**config.mk**
```make
export PLATFORM = sky130hd
export DESIGN_NAME = first_trap_box_match
export DESIGN_NICKNAME = d
export VERILOG_FILES = /design/src/rtl/ftbm_pkg.sv /design/src/rtl/ftbm_ram.sv /design/src/rtl/ftbm_ctrl.sv /design/src/rtl/ftbm_dp.sv /design/src/rtl/first_trap_box_match.sv
export SDC_FILE = /design/constraint.sdc
export NUM_CORES = 2
export LEC_CHECK = 0
export BUFFER_PORTS_ARGS = -buffer_cell sky130_fd_sc_hd__buf_2
export CAP_MARGIN = 10
export CELL_PAD_IN_SITES_DETAIL_PLACEMENT = 0
export CELL_PAD_IN_SITES_GLOBAL_PLACEMENT = 1
export CORE_MARGIN = 2
export CORE_UTILIZATION = 50
export DETAILED_ROUTE_END_ITERATION = 8
export PLACE_DENSITY = 0.78
export SETUP_SLACK_MARGIN = 0.4
export SLEW_MARGIN = 15
export SYNTH_ARGS = -nofsm -noshare
export SYNTH_HDL_FRONTEND = slang
export SYNTH_SLANG_ARGS = --single-unit
```
**constraint.sdc**
```tcl
create_clock -name i_clk -period 4.7 [get_ports i_clk]
set_input_delay 0.235 -clock i_clk [delete_from_list [all_inputs] [get_ports i_clk]]
set_output_delay 0.235 -clock i_clk [all_outputs]
set_load 0.02 [all_outputs]
```
**src/rtl/ftbm_pkg.sv**
```systemverilog
`timescale 1ns / 1ps
package ftbm_pkg;

    localparam int TRAP_SLOTS_DEF = 64;
    localparam int COORD_BITS_DEF = 16;
    localparam int MAX_VISITS_DEF = 16;

    localparam int SLOT_W  = 6;
    localparam int FIELD_W = 16;
    localparam int HW_W    = 15;
    localparam int CNT_W   = 7;
    localparam int VPOS_W  = 4;

    localparam int CFG_ADDR_W = 3;
    localparam logic [CFG_ADDR_W-1:0] REG_HALF_WIDTH = 3'd0;
    localparam logic [CFG_ADDR_W-1:0] REG_TRAP_COUNT = 3'd4;

    localparam logic [HW_W-1:0]  HALF_WIDTH_RST = 15'd256;
    localparam logic [CNT_W-1:0] TRAP_COUNT_RST = 7'd64;

    localparam logic MODE_LOAD  = 1'b0;
    localparam logic MODE_VISIT = 1'b1;

    typedef struct packed {
        logic load_wr;
        logic visit_start;
        logic scan;
        logic finish;
    } t_dp_cmd;

    typedef struct packed {
        logic skip;
        logic hit;
        logic scan_end;
        logic last;
        logic out_block;
    } t_dp_sts;

endpackage

```
**src/rtl/ftbm_ram.sv**
```systemverilog
`timescale 1ns / 1ps
module ftbm_ram #(
    parameter int WIDTH = 32,
    parameter int DEPTH = 64,
    parameter int AW    = (DEPTH > 1) ? $clog2(DEPTH) : 1
) (
    input  logic             i_clk,
    input  logic             i_we,
    input  logic [AW-1:0]    i_waddr,
    input  logic [WIDTH-1:0] i_wdata,
    input  logic [AW-1:0]    i_raddr,
    output logic [WIDTH-1:0] o_rdata
);

    logic [WIDTH-1:0] r_mem [DEPTH];
    logic [WIDTH-1:0] r_rdata;

    always_ff @(posedge i_clk) begin
        if (i_we) begin
            r_mem[i_waddr] <= i_wdata;
        end
        r_rdata <= r_mem[i_raddr];
    end

    assign o_rdata = r_rdata;

endmodule

```
**src/rtl/ftbm_ctrl.sv**
```systemverilog
`timescale 1ns / 1ps
module ftbm_ctrl
    import ftbm_pkg::*;
(
    input  logic    i_clk,
    input  logic    i_rst_n,
    input  logic    i_valid,
    input  logic    i_mode,
    output logic    o_ready,
    input  t_dp_sts i_sts,
    output t_dp_cmd o_cmd
);

    typedef enum logic [2:0] {
        ST_IDLE = 3'b001,
        ST_SCAN = 3'b010,
        ST_DONE = 3'b100
    } t_state;

    t_state r_state;
    t_state n_state;

    assign o_ready = (r_state == ST_IDLE);

    always_comb begin
        n_state = r_state;
        o_cmd   = '0;
        case (r_state)
            ST_IDLE: begin
                if (i_valid) begin
                    if (i_mode == MODE_LOAD) begin
                        o_cmd.load_wr = 1'b1;
                    end else begin
                        o_cmd.visit_start = 1'b1;
                        n_state = i_sts.skip ? ST_DONE : ST_SCAN;
                    end
                end
            end
            ST_SCAN: begin
                o_cmd.scan = 1'b1;
                if (i_sts.hit || i_sts.scan_end) begin
                    n_state = ST_DONE;
                end
            end
            ST_DONE: begin
                // a result beat cannot overwrite one still waiting
                if (!(i_sts.last && i_sts.out_block)) begin
                    o_cmd.finish = 1'b1;
                    n_state = ST_IDLE;
                end
            end
            default: begin
                n_state = ST_IDLE;
            end
        endcase
    end

    always_ff @(posedge i_clk) begin
        if (!i_rst_n) begin
            r_state <= ST_IDLE;
        end else begin
            r_state <= n_state;
        end
    end

    a_finish_only_from_done: assert property (@(posedge i_clk) disable iff (!i_rst_n)
        o_cmd.finish |=> (r_state == ST_IDLE))
        else $error("finish did not return to idle");

    a_scan_exit: assert property (@(posedge i_clk) disable iff (!i_rst_n)
        (r_state == ST_SCAN && (i_sts.hit || i_sts.scan_end)) |=> (r_state == ST_DONE))
        else $error("scan did not stop on hit or end");

    a_no_accept_busy: assert property (@(posedge i_clk) disable iff (!i_rst_n)
        (o_cmd.scan || o_cmd.finish) |-> !(o_cmd.load_wr || o_cmd.visit_start))
        else $error("input taken while busy");

endmodule

```
**src/rtl/ftbm_dp.sv**
```systemverilog
`timescale 1ns / 1ps
module ftbm_dp
    import ftbm_pkg::*;
#(
    parameter int TRAP_SLOTS = TRAP_SLOTS_DEF,
    parameter int COORD_BITS = COORD_BITS_DEF,
    parameter int MAX_VISITS = MAX_VISITS_DEF
) (
    input  logic               i_clk,
    input  logic               i_rst_n,
    input  t_dp_cmd            i_cmd,
    output t_dp_sts            o_sts,
    input  logic [SLOT_W-1:0]  i_slot,
    input  logic [FIELD_W-1:0] i_x,
    input  logic [FIELD_W-1:0] i_y,
    input  logic               i_last,
    input  logic [HW_W-1:0]    i_half_width,
    input  logic [CNT_W-1:0]   i_trap_count,
    input  logic               i_out_ready,
    output logic               o_out_valid,
    output logic               o_caught,
    output logic [SLOT_W-1:0]  o_trap_index,
    output logic [VPOS_W-1:0]  o_visit_index
);

    localparam int AW = (TRAP_SLOTS > 1) ? $clog2(TRAP_SLOTS) : 1;
    localparam int CW = $clog2(TRAP_SLOTS + 1);
    localparam int C  = COORD_BITS;
    localparam int DW = (C + 1 > HW_W) ? C + 1 : HW_W;
    localparam logic [8:0] SLOTS9 = 9'(TRAP_SLOTS);
    localparam logic [VPOS_W-1:0] POS_TOP =
        VPOS_W'((MAX_VISITS - 1 > 15) ? 15 : MAX_VISITS - 1);

    logic signed [C-1:0] w_x;
    logic signed [C-1:0] w_y;

    generate
        if (C <= FIELD_W) begin : g_narrow
            assign w_x = i_x[C-1:0];
            assign w_y = i_y[C-1:0];
        end else begin : g_wide
            // wider coordinates see the 16-bit field as non-negative
            assign w_x = C'(i_x);
            assign w_y = C'(i_y);
        end
    endgenerate

    logic signed [C-1:0] r_vx;
    logic signed [C-1:0] r_vy;
    logic                r_last;
    logic [CW-1:0]       r_rd_idx;
    logic [CW-1:0]       r_cmp_idx;
    logic                r_cmp_vld;
    logic                r_caught_flag;
    logic [SLOT_W-1:0]   r_caught_trap;
    logic [VPOS_W-1:0]   r_caught_visit;
    logic [VPOS_W-1:0]   r_visit_pos;
    logic                r_out_vld;
    logic                r_out_caught;
    logic [SLOT_W-1:0]   r_out_trap;
    logic [VPOS_W-1:0]   r_out_visit;

    // table size in use
    logic [8:0]    w_cnt9;
    logic [CW-1:0] w_n;
    logic [CW-1:0] w_n_m1;
    assign w_cnt9 = 9'(i_trap_count);
    assign w_n    = (w_cnt9 > SLOTS9) ? CW'(SLOTS9) : CW'(w_cnt9);
    assign w_n_m1 = CW'(w_n - 1'b1);

    // slot decode for loads
    logic [8:0] w_slot9;
    logic       w_slot_ok;
    assign w_slot9   = 9'(i_slot);
    assign w_slot_ok = (w_slot9 < SLOTS9);

    logic [2*C-1:0] w_rdata;

    ftbm_ram #(
        .WIDTH (2 * C),
        .DEPTH (TRAP_SLOTS),
        .AW    (AW)
    ) u_trap_ram (
        .i_clk   (i_clk),
        .i_we    (i_cmd.load_wr && w_slot_ok),
        .i_waddr (w_slot9[AW-1:0]),
        .i_wdata ({w_y, w_x}),
        .i_raddr (r_rd_idx[AW-1:0]),
        .o_rdata (w_rdata)
    );

    // box test against the trap read last cycle
    logic signed [C-1:0] w_tx;
    logic signed [C-1:0] w_ty;
    logic signed [C:0]   w_dx;
    logic signed [C:0]   w_dy;
    logic [C:0]          w_adx;
    logic [C:0]          w_ady;
    logic                w_match;

    assign w_tx  = w_rdata[C-1:0];
    assign w_ty  = w_rdata[2*C-1:C];
    assign w_dx  = {w_tx[C-1], w_tx} - {r_vx[C-1], r_vx};
    assign w_dy  = {w_ty[C-1], w_ty} - {r_vy[C-1], r_vy};
    assign w_adx = w_dx[C] ? (C+1)'(-w_dx) : w_dx;
    assign w_ady = w_dy[C] ? (C+1)'(-w_dy) : w_dy;
    assign w_match = (DW'(w_adx) <= DW'(i_half_width)) &&
                     (DW'(w_ady) <= DW'(i_half_width));

    logic [8:0] w_cmp9;
    assign w_cmp9 = 9'(r_cmp_idx);

    always_comb begin
        o_sts.skip      = r_caught_flag || (w_n == '0);
        o_sts.hit       = r_cmp_vld && w_match;
        o_sts.scan_end  = r_cmp_vld && (r_cmp_idx == w_n_m1);
        o_sts.last      = r_last;
        o_sts.out_block = r_out_vld && !i_out_ready;
    end

    always_ff @(posedge i_clk) begin
        if (i_cmd.visit_start) begin
            r_vx   <= w_x;
            r_vy   <= w_y;
            r_last <= i_last;
        end
        if (i_cmd.visit_start) begin
            r_rd_idx <= '0;
        end else if (i_cmd.scan && (r_rd_idx < w_n_m1)) begin
            r_rd_idx <= r_rd_idx + 1'b1;
        end
        r_cmp_idx <= r_rd_idx;
        if (i_cmd.finish && r_last) begin
            r_out_caught <= r_caught_flag;
            r_out_trap   <= r_caught_trap;
            r_out_visit  <= r_caught_visit;
        end
    end

    always_ff @(posedge i_clk) begin
        if (!i_rst_n) begin
            r_cmp_vld      <= 1'b0;
            r_caught_flag  <= 1'b0;
            r_caught_trap  <= '0;
            r_caught_visit <= '0;
            r_visit_pos    <= '0;
            r_out_vld      <= 1'b0;
        end else begin
            r_cmp_vld <= i_cmd.scan && !(o_sts.hit || o_sts.scan_end);
            if (i_cmd.scan && o_sts.hit) begin
                r_caught_flag  <= 1'b1;
                r_caught_trap  <= w_cmp9[SLOT_W-1:0];
                r_caught_visit <= r_visit_pos;
            end
            if (i_cmd.finish) begin
                if (r_last) begin
                    r_caught_flag  <= 1'b0;
                    r_caught_trap  <= '0;
                    r_caught_visit <= '0;
                    r_visit_pos    <= '0;
                end else if (r_visit_pos < POS_TOP) begin
                    r_visit_pos <= r_visit_pos + 1'b1;
                end
            end
            if (i_cmd.finish && r_last) begin
                r_out_vld <= 1'b1;
            end else if (i_out_ready) begin
                r_out_vld <= 1'b0;
            end
        end
    end

    assign o_out_valid   = r_out_vld;
    assign o_caught      = r_out_caught;
    assign o_trap_index  = r_out_trap;
    assign o_visit_index = r_out_visit;

    a_result_loaded: assert property (@(posedge i_clk) disable iff (!i_rst_n)
        (i_cmd.finish && r_last) |=> r_out_vld)
        else $error("group end gave no result beat");

    a_clear_when_free: assert property (@(posedge i_clk) disable iff (!i_rst_n)
        !r_caught_flag |-> (r_caught_trap == '0 && r_caught_visit == '0))
        else $error("stale catch data without catch flag");

    a_read_in_table: assert property (@(posedge i_clk) disable iff (!i_rst_n)
        i_cmd.scan |-> (r_rd_idx < w_n))
        else $error("scan read past trap count");

    a_pos_saturates: assert property (@(posedge i_clk) disable iff (!i_rst_n)
        r_visit_pos <= POS_TOP)
        else $error("visit position past its top");

endmodule

```
**src/rtl/first_trap_box_match.sv**
```systemverilog
`timescale 1ns / 1ps
// Channel      Dir  Beat contents (low bit first)
// s_axis       in   tdata: trap_slot, x_coord, y_coord; tuser: mode; tlast: last_visit
// m_axis       out  tdata: caught, trap_index, visit_index
// APB          in   0x0 catch_half_width, 0x4 trap_count
//
// A load beat writes its slot with no scan. A visit beat scans traps from slot 0
// and stops at the first hit, or after n traps when none hits (n = trap_count
// capped at TRAP_SLOTS); it skips the scan when the group is already caught or
// trap_count is zero. The single read port of the trap RAM scans one trap a cycle.
// Reset is synchronous and active low; trap RAM contents are kept, undefined
// until loaded. A waiting result beat stalls only the next group-end visit.
module first_trap_box_match
    import ftbm_pkg::*;
#(
    parameter int TRAP_SLOTS = TRAP_SLOTS_DEF,
    parameter int COORD_BITS = COORD_BITS_DEF,
    parameter int MAX_VISITS = MAX_VISITS_DEF
) (
    input  logic                  i_clk,
    input  logic                  i_rst_n,
    input  logic                  s_axis_tvalid,
    output logic                  s_axis_tready,
    input  logic [39:0]           s_axis_tdata,  // trap_slot, x_coord, y_coord, pad
    input  logic                  s_axis_tuser,  // mode
    input  logic                  s_axis_tlast,
    output logic                  m_axis_tvalid,
    input  logic                  m_axis_tready,
    output logic [15:0]           m_axis_tdata,  // caught, trap_index, visit_index, pad
    input  logic                  psel,
    input  logic                  penable,
    input  logic                  pwrite,
    input  logic [CFG_ADDR_W-1:0] paddr,
    input  logic [31:0]           pwdata,
    output logic [31:0]           prdata,
    output logic                  pready
);

    logic [HW_W-1:0]  r_half_width;
    logic [CNT_W-1:0] r_trap_count;
    logic [CFG_ADDR_W-1:0] w_reg_addr;

    assign pready     = 1'b1;
    assign w_reg_addr = {paddr[CFG_ADDR_W-1:2], 2'b00};

    always_ff @(posedge i_clk) begin
        if (!i_rst_n) begin
            r_half_width <= HALF_WIDTH_RST;
            r_trap_count <= TRAP_COUNT_RST;
        end else if (psel && penable && pwrite && pready) begin
            case (w_reg_addr)
                REG_HALF_WIDTH: r_half_width <= pwdata[HW_W-1:0];
                REG_TRAP_COUNT: r_trap_count <= pwdata[CNT_W-1:0];
                default: ;
            endcase
        end
    end

    always_comb begin
        case (w_reg_addr)
            REG_HALF_WIDTH: prdata = 32'(r_half_width);
            REG_TRAP_COUNT: prdata = 32'(r_trap_count);
            default:        prdata = '0;
        endcase
    end

    t_dp_cmd w_cmd;
    t_dp_sts w_sts;

    logic              w_caught;
    logic [SLOT_W-1:0] w_trap_index;
    logic [VPOS_W-1:0] w_visit_index;

    ftbm_ctrl u_ctrl (
        .i_clk   (i_clk),
        .i_rst_n (i_rst_n),
        .i_valid (s_axis_tvalid),
        .i_mode  (s_axis_tuser),
        .o_ready (s_axis_tready),
        .i_sts   (w_sts),
        .o_cmd   (w_cmd)
    );

    ftbm_dp #(
        .TRAP_SLOTS (TRAP_SLOTS),
        .COORD_BITS (COORD_BITS),
        .MAX_VISITS (MAX_VISITS)
    ) u_dp (
        .i_clk         (i_clk),
        .i_rst_n       (i_rst_n),
        .i_cmd         (w_cmd),
        .o_sts         (w_sts),
        .i_slot        (s_axis_tdata[5:0]),
        .i_x           (s_axis_tdata[21:6]),
        .i_y           (s_axis_tdata[37:22]),
        .i_last        (s_axis_tlast),
        .i_half_width  (r_half_width),
        .i_trap_count  (r_trap_count),
        .i_out_ready   (m_axis_tready),
        .o_out_valid   (m_axis_tvalid),
        .o_caught      (w_caught),
        .o_trap_index  (w_trap_index),
        .o_visit_index (w_visit_index)
    );

    assign m_axis_tdata = {5'b0, w_visit_index, w_trap_index, w_caught};

endmodule

```
# ---- After elaboration in Yosys (flattened, before gate mapping)
# Memories as Yosys holds them, arrays and structs flattened. A register that Yosys moved wholly into a read port is not among the register bits.
# Index checks and enable logic that the tools add are counted.
dict set report op_classes {
  add_sub_neg 7
  order_cmp 6
  eq_ne 8
  muxes 32
  n_reduce_logical 24
}
# operator n
set ops {}
lappend ops {{less-or-equal comparator 17 x 15 -> 1 bit} 2}
lappend ops {{two-way mux 17 bit} 2}
lappend ops {{negator 17 bit} 2}
lappend ops {{subtractor 16 x 16 -> 17 bit} 2}
lappend ops {{case mux 15 bit (2 select lines)} 1}
lappend ops {{two-way mux 4 bit} 5}
lappend ops {{two-way mux 6 bit} 3}
lappend ops {{two-way mux 3 bit} 5}
lappend ops {{logical AND 1 bit} 12}
lappend ops {{two-way mux 1 bit} 12}
lappend ops {{case mux 3 bit (3 select lines)} 1}
lappend ops {{adder 7 x 1 -> 7 bit (second input constant)} 1}
lappend ops {{equality test 7 bit} 1}
lappend ops {{> comparator 7 bit (second input constant)} 1}
lappend ops {{zero test 7 bit} 1}
lappend ops {{less-than comparator 6 x 7 -> 1 bit (second input constant)} 1}
lappend ops {{less-than comparator 7 bit} 1}
lappend ops {{two-way mux 7 bit} 1}
lappend ops {{subtractor 7 x 1 -> 7 bit (second input constant)} 1}
lappend ops {{AND reduction 2 bit} 3}
lappend ops {{adder 4 x 1 -> 4 bit (second input constant)} 1}
lappend ops {{less-than comparator 4 bit (second input constant)} 1}
lappend ops {{two-way mux 2 bit} 2}
lappend ops {{!= test 2 x 1 -> 1 bit (second input constant)} 2}
lappend ops {{9 further kinds} 13}
dict set report totals {
  register_bits 100
  mem_bits_rw 2048
  in_bits 84
  out_inout_bits 51
  n_memories 1
}
# name words width rd rd_ports_with_merged_regs write_ports line
set mem_list {}
lappend mem_list {u_dp.u_trap_ram.r_mem 64 32 1 1 1 ftbm_ram.sv:15} ;# logic [WIDTH-1:0] r_mem [DEPTH];

# ---- Depth between registers and ports, before layout
dict set report logic_depth {
  depth_word 10
  depth_mapped 24
}

# ---- By module
# Synthesis repeated with hierarchy kept, for this count alone.
dict set report unflattened {
  cells_unflattened 4176
  area_unflattened_um2 86167.6
}
# mod n_inst cells_per_inst area_each_um2 seq_area_each_um2
set by_module_without_submodules {}
lappend by_module_without_submodules {ftbm_ram 1 3324 78515.3 62139.6}
lappend by_module_without_submodules {ftbm_dp 1 694 6238.5 1941.9}
lappend by_module_without_submodules {first_trap_box_match 1 133 1216.2 440.4}
lappend by_module_without_submodules {ftbm_ctrl 1 25 197.7 60.1}

# ---- Worst setup path before layout
# Ideal clock, no wire load.
dict set report synth_timing {
  kind {flip-flop to flip-flop}
  startpoint {register u_dp.r_vx[0]}
  endpoint {register u_ctrl.r_state[1]}
  setup_ns 0.116
  arrival_ns 4.294
  required_time_ns 4.584
  slack_ns 0.290
  stages_incl_launch_ff 22
  path_buffers 0
  path_cell_list {edfxtp_1 ha_1 fa_1 nand2b_1 a21oi_1 o21ai_2 o21ai_1 a31oi_1 o211ai_1 nand2_1 o21ai_0 xnor2_1 ha_1 a21oi_1 nand2_1 a2111oi_0 nand2_1 o221ai_1 and3_1 o211a_1 a21oi_1 o211a_1}
}
dict set report synth_between {
  elab_chain_cells 9
}
# element line
set synth_lines {}
lappend synth_lines {{start: declaration} ftbm_dp.sv:48} ;# logic signed [C-1:0] r_vx;
lappend synth_lines {{start signal: assignment} ftbm_dp.sv:123} ;# r_vx <= w_x;
lappend synth_lines {{subtractor 16 x 16 -> 17 bit (*)} ftbm_dp.sv:103} ;# assign w_dx = {w_tx[C-1], w_tx} - {r_vx[C-1], r_vx};
lappend synth_lines {{negator 17 bit} ftbm_dp.sv:105} ;# assign w_adx = w_dx[C] ? (C+1)'(-w_dx) : w_dx;
lappend synth_lines {{two-way mux 17 bit (*)} ftbm_dp.sv:105}
lappend synth_lines {{less-or-equal comparator 17 x 15 -> 1 bit (*)} ftbm_dp.sv:107} ;# assign w_match = (DW'(w_adx) <= DW'(i_half_width)) &&
lappend synth_lines {{logical AND 1 bit (*)} ftbm_dp.sv:107}
lappend synth_lines {{logical AND 1 bit (*)} ftbm_dp.sv:115} ;# o_sts.hit = r_cmp_vld && w_match;
lappend synth_lines {{logical OR 1 bit (*)} ftbm_ctrl.sv:41} ;# if (i_sts.hit || i_sts.scan_end) begin
lappend synth_lines {{!= test 2 x 1 -> 1 bit (no source line) (*)} --}
lappend synth_lines {{AND reduction 4 bit (no source line) (*)} --}
lappend synth_lines {{end signal: assignment} ftbm_ctrl.sv:62} ;# r_state <= n_state;
lappend synth_lines {{end: declaration} ftbm_ctrl.sv:20} ;# t_state r_state;
# Every way passes the cells marked *; elsewhere a longest branch is shown, timed or not.
# A chain may end at the register's enable or synchronous reset.

# ---- Worst setup path in the final report
dict set report layout_timing {
  startpoint {register u_dp.r_vx[1]}
  endpoint {register u_dp.r_caught_visit[2]}
}
dict set report layout_between {
  elab_chain_cells 10
}
# element line
set layout_lines {}
lappend layout_lines {{subtractor 16 x 16 -> 17 bit (*)} ftbm_dp.sv:103}
lappend layout_lines {{negator 17 bit} ftbm_dp.sv:105}
lappend layout_lines {{two-way mux 17 bit (*)} ftbm_dp.sv:105}
lappend layout_lines {{less-or-equal comparator 17 x 15 -> 1 bit (*)} ftbm_dp.sv:107}
lappend layout_lines {{logical AND 1 bit (*)} ftbm_dp.sv:107}
lappend layout_lines {{logical AND 1 bit (*)} ftbm_dp.sv:115}
lappend layout_lines {{logical AND 1 bit (*)} ftbm_dp.sv:150} ;# if (i_cmd.scan && o_sts.hit) begin
lappend layout_lines {{two-way mux 4 bit (*)} ftbm_dp.sv:150}
lappend layout_lines {{two-way mux 4 bit} ftbm_dp.sv:156} ;# if (r_last) begin
lappend layout_lines {{two-way mux 4 bit (*)} ftbm_dp.sv:155} ;# if (i_cmd.finish) begin
lappend layout_lines {{end signal: assignment} ftbm_dp.sv:153} ;# r_caught_visit <= r_visit_pos;
lappend layout_lines {{end: declaration} ftbm_dp.sv:56} ;# logic [VPOS_W-1:0] r_caught_visit;
# Marked as above.

==> results.cfg <==
[run_status]
outcome = completed

[timing]
remaining_max_slew_budget_at_the_tightest_pin_pct = 19.9
drv_slew = 0
final_hold_viol_count = 0
max_clock_freq_ghz = 0.233
min_period_over_period_pct = 91.3
skew_ns = 0.0612
tightestPinTransition_ns = 1.20
finalSetupViolCount = 0
rsz0062_at_grt = true
timing.final.crit_period_ns = 4.29
fin_ws_ns = 0.410

[power_and_ir_drop]
fin_total_pwr_w = 0.0476
cellPowerDensity_mw_per_mm2 = 485
power.leakage_nw = 30.2
ir_worst_vdd_v = 0.000351

[worst_setup_path]
reg2reg_setup_slack_ns = 0.41
worst-endpoint-required_ns = 5.38
cp_cell_sequence = inv_1 > ha_1 > nand2b_4 > a21oi_4 > o21ba_4 > a211oi_1 > or2_2 > or3_4 > nor3_4 > nor2_1 > xnor2_1 > ha_1 > a2111oi_2 > nand2_1 > o221ai_2 > and3_4 > buf_4 > o2111ai_4 > o21ai_1 > a21oi_1
worst-endpoint-arrival_ns = 4.97
setup.worst_path.start = u_dp.r_vx[1]$_DFFE_PP_
timing.critical_path.buf_inv = 2
reg2reg_depth = 20
worst_path_most_repeated_cell = sky130_fd_sc_hd__ha_1
timing.critical_path.from_type = flop
crit_path_max_fanout = 5
cp-end-kind = flop
critical_path.max_stage_delay_ns = 0.41
crit_type = flop to flop
timing.critical_path.max_delay_family = simple AND/OR/NAND/NOR gates
r2r-end = u_dp.r_caught_visit[2]$_SDFF_PN0_
timing.critical_path.slowest_stage_cell = sky130_fd_sc_hd__or3_4
reg2reg_from = u_dp.r_vx[1]$_DFFE_PP_

[cells_and_area]
drive_gt1_share_pct = 31.4
final_cell_area_mm2 = 0.0983
fin_util_pct = 57.8
area.growth.synth_to_final_pct = 14.7
multi_input_comb_area_mm2 = 0.0208
stdcell_count = 6592
num-fill-cells = 11919
fin_nets = 4358
ff_latch_area_mm2 = 0.0646

[global_routing]
global_route.usage.met3_pct = 4.27
track_usage_pct = 23.2
grt_pass1_wl_um = 291000
grt_antenna_before_repair = 17
grt_max_degree = 83
grt_util_met1_pct = 33.7
busiest_layer = met2
grt_total_ovfl = 0
number_of_global_route_vias_before_repair = 41322
groute.layer.met2.usage_pct = 37.0

[place]
hpwlAfterDp_um = 114000
post_place_worst_slack_ns = -0.0128
numPlacedInstances = 6127
placed_cell_area_mm2 = 0.0904
gp_routability_congestion = 0.837
quantity_of_i_o_buffers_inserted_on_ports = 90

[logic_synthesis]
number_of_enable_type_register_cells_in_the_synthesized_netlist = 2092
synth_cells = 3847
synth_async_sr_flop_share_pct = 0
synth-seq-cells = 2180
avgSynthCellArea_um2 = 22.3
distinct_cell_type_count_of_the_synthesized_netlist = 87
synth.yosys.warnings = 0
part_of_the_yosys_area_used_for_sequential_elements_pct = 75.4
post_synthesis_cell_area_mm2 = 0.0857
ys_dominant_reg_cell = sky130_fd_sc_hd__edfxtp_1

[drt]
routed_wire_length_per_instance_um = 30.4
via_count = 41084
ant_nets = 0
drtIter0Drc = 5445
routed_wl_um = 201000
drc = 0
detailedRoute.firstPassIterationCount = 5
viasPerCell = 6.23

[clocking]
cts.clk_slew.worst_paths_ns = 0.06
cts_buffers = 205
worstSkewPairLatency_ns = 0.86
clock_tree.htree_level_count = 4
number_of_clock_sinks_seen_by_cts = 2180
cts_max_path_buffers = 3
tritoncts = built
cts-root-buf = sky130_fd_sc_hd__clkbuf_16

[die]
die_boundary_height_um = 418
die_width_um = 418
floorplan.io_pins = 135
initial_utilization_pct = 50.5
fp-row-count = 151
dieArea_mm2 = 0.175
core_area_mm2 = 0.170

[job]
timing.max_cap.violations = 0

[worst_hold_path]
timing.hold.worst.start = paddr[2]
hold_end = r_trap_count[3]$_SDFFE_PN0P_
hold_path.class = primary input to flop
min_delay_path_depth = 5
-- metal layers --
layer  up-vias  wire length [µm]
met5         -                13
met2      1960             97900
met4         2              4250
met1     21914             80600
li1      16903                 -
met3       305             17800
-- logic make-up after synthesis --
logic type / share of synthesized area (%)
DFF: 75.4
muxes: 17.8
adders and majority gates: 1.13
xor gates and xnor gates: 0.664
AOI/OAI and AO/OA: 1.66
and+or+nand+nor: 2.06
buffers and inverters: 1.33
other: 0.00876
-- state kept, by name (all words and copies together), names as in the netlist, 3 cells and up --
name / count
u_dp.u_trap_ram.r_mem: 2048
u_dp.u_trap_ram.o_rdata: 32
u_dp.r_vx: 16
u_dp.r_vy: 16
r_half_width: 15
r_trap_count: 7
u_dp.r_cmp_idx: 7
u_dp.r_rd_idx: 7
u_dp.o_trap_index: 6
u_dp.r_caught_trap: 6
u_dp.o_visit_index: 4
u_dp.r_caught_visit: 4
u_dp.r_visit_pos: 4
u_ctrl.r_state: 3
-- cells in the mapped netlist (all sizes together) (3+ instances only) --
cell | instances | area (µm²)
nor3b | 4 | 30.0
ha | 74 | 926
mux4 | 672 | 15100
a21oi | 52 | 279
o21ai | 48 | 244
o311ai | 3 | 43.8
o211a | 4 | 40.0
nand2b | 19 | 119
a21o | 9 | 67.6
a31oi | 10 | 62.6
inv | 69 | 259
xnor2 | 41 | 359
nand4 | 24 | 150
and3 | 8 | 50.1
a211oi | 5 | 42.5
or2 | 6 | 37.5
nor2b | 13 | 88.8
nand3 | 22 | 110
clkbuf | 124 | 465
nand2 | 93 | 349
a21boi | 24 | 180
a32oi | 3 | 26.3
edfxtp | 2092 | 62800
o211ai | 8 | 65.1
nor2 | 122 | 458
xor2 | 24 | 210
and2 | 7 | 47.6
mux2i | 6 | 63.8
nand3b | 3 | 22.5
dfxtp | 88 | 1760
mux2 | 4 | 45.0
nor3 | 21 | 110
nor4 | 5 | 31.3
o21a | 8 | 60.1
a311oi | 3 | 32.5
o31ai | 4 | 30.0
buf | 78 | 418
or3 | 6 | 37.5
-- power by group --
part           switching [W]  internal, W
Sequential          0.000232       0.0215
Combinational        0.00484      0.00482
Clock                0.00719      0.00906
-- timing repair --
item	CTS	global route
hold endpoints to repair	31	598
setup endpoints to repair	14	14
resized for setup	29	45
pin swaps	16	29
hold buffers	39	20
setup buffers	8	9
gates cloned	0	1
-- cell usage in the layout (no fill, tap or decap), drive strengths merged, types with 6 or more instances in the layout --
| cell | count |
|---|---|
| xnor2 | 41 |
| mux4 | 672 |
| and2 | 7 |
| nand4 | 24 |
| bufinv | 14 |
| nor3 | 21 |
| o211ai | 8 |
| conb | 23 |
| nor2b | 13 |
| a21o | 9 |
| o21a | 8 |
| nand3 | 22 |
| buf | 265 |
| xor2 | 24 |
| or3 | 6 |
| a21oi | 52 |
| clkbuf | 254 |
| a21boi | 24 |
| dfxtp | 88 |
| mux2i | 6 |
| and3 | 8 |
| clkinv | 99 |
| nand2b | 19 |
| a31oi | 10 |
| o21ai | 48 |
| nand2 | 93 |
| nor2 | 122 |
| edfxtp | 2092 |
| inv | 76 |
| dlygate4sd3 | 59 |
| or2 | 6 |
| ha | 74 |
-- how the worst max path moves through the flow --
stage	to	slack, ns	cells after the start
3_3_place_gp	u_dp.r_caught_trap[0]$_SDFF_PN0_	-0.05	21
2_1_floorplan	u_ctrl.r_state[1]$_SDFFE_PN0P_	0.42	21
3_5_place_dp	u_dp.r_caught_visit[2]$_SDFF_PN0_	-0.01	22
5_1_grt	u_dp.r_caught_trap[4]$_SDFF_PN0_	0.12	22
4_1_cts	u_dp.r_caught_visit[2]$_SDFF_PN0_	0.40	21
6_report	u_dp.r_caught_visit[2]$_SDFF_PN0_	0.41	20
-- per-stage QoR --
step | TNS, ns | hold slack [ns]
2_1_floorplan | 0 | 0.334
3_3_place_gp | -0.328 | 0.376
3_5_place_dp | -0.0128 | 0.386
4_1_cts | 0 | 0.0184
5_1_grt | 0 | 0.106
6_report | 0 | 0.0847
-- worst register-to-register path: cells and delay by family (launching register included) --
| kind | cells | cell delay [ns] |
|---|---|---|
| and+or+nand+nor | 7 | 1.44 |
| buffers and inverters | 2 | 0.17 |
| AOI/OAI and AO/OA | 8 | 1.43 |
| adders and majority gates | 2 | 0.64 |
| xor gates and xnor gates | 1 | 0.13 |
| DFF | 1 | 0.37 |
-- cell type report --
class                           count  area share, %
Inverter                           69          0.264
Clock inverter                    124           1.26
Antenna cell                        5         0.0127
Multi-Input combinational cell   1418           21.2
Tap cell                         2218           2.82
Clock buffer                      254           5.54
Timing Repair Buffer              324           3.15
Sequential cell                  2180           65.7
(Power assumes the default switching activity.)
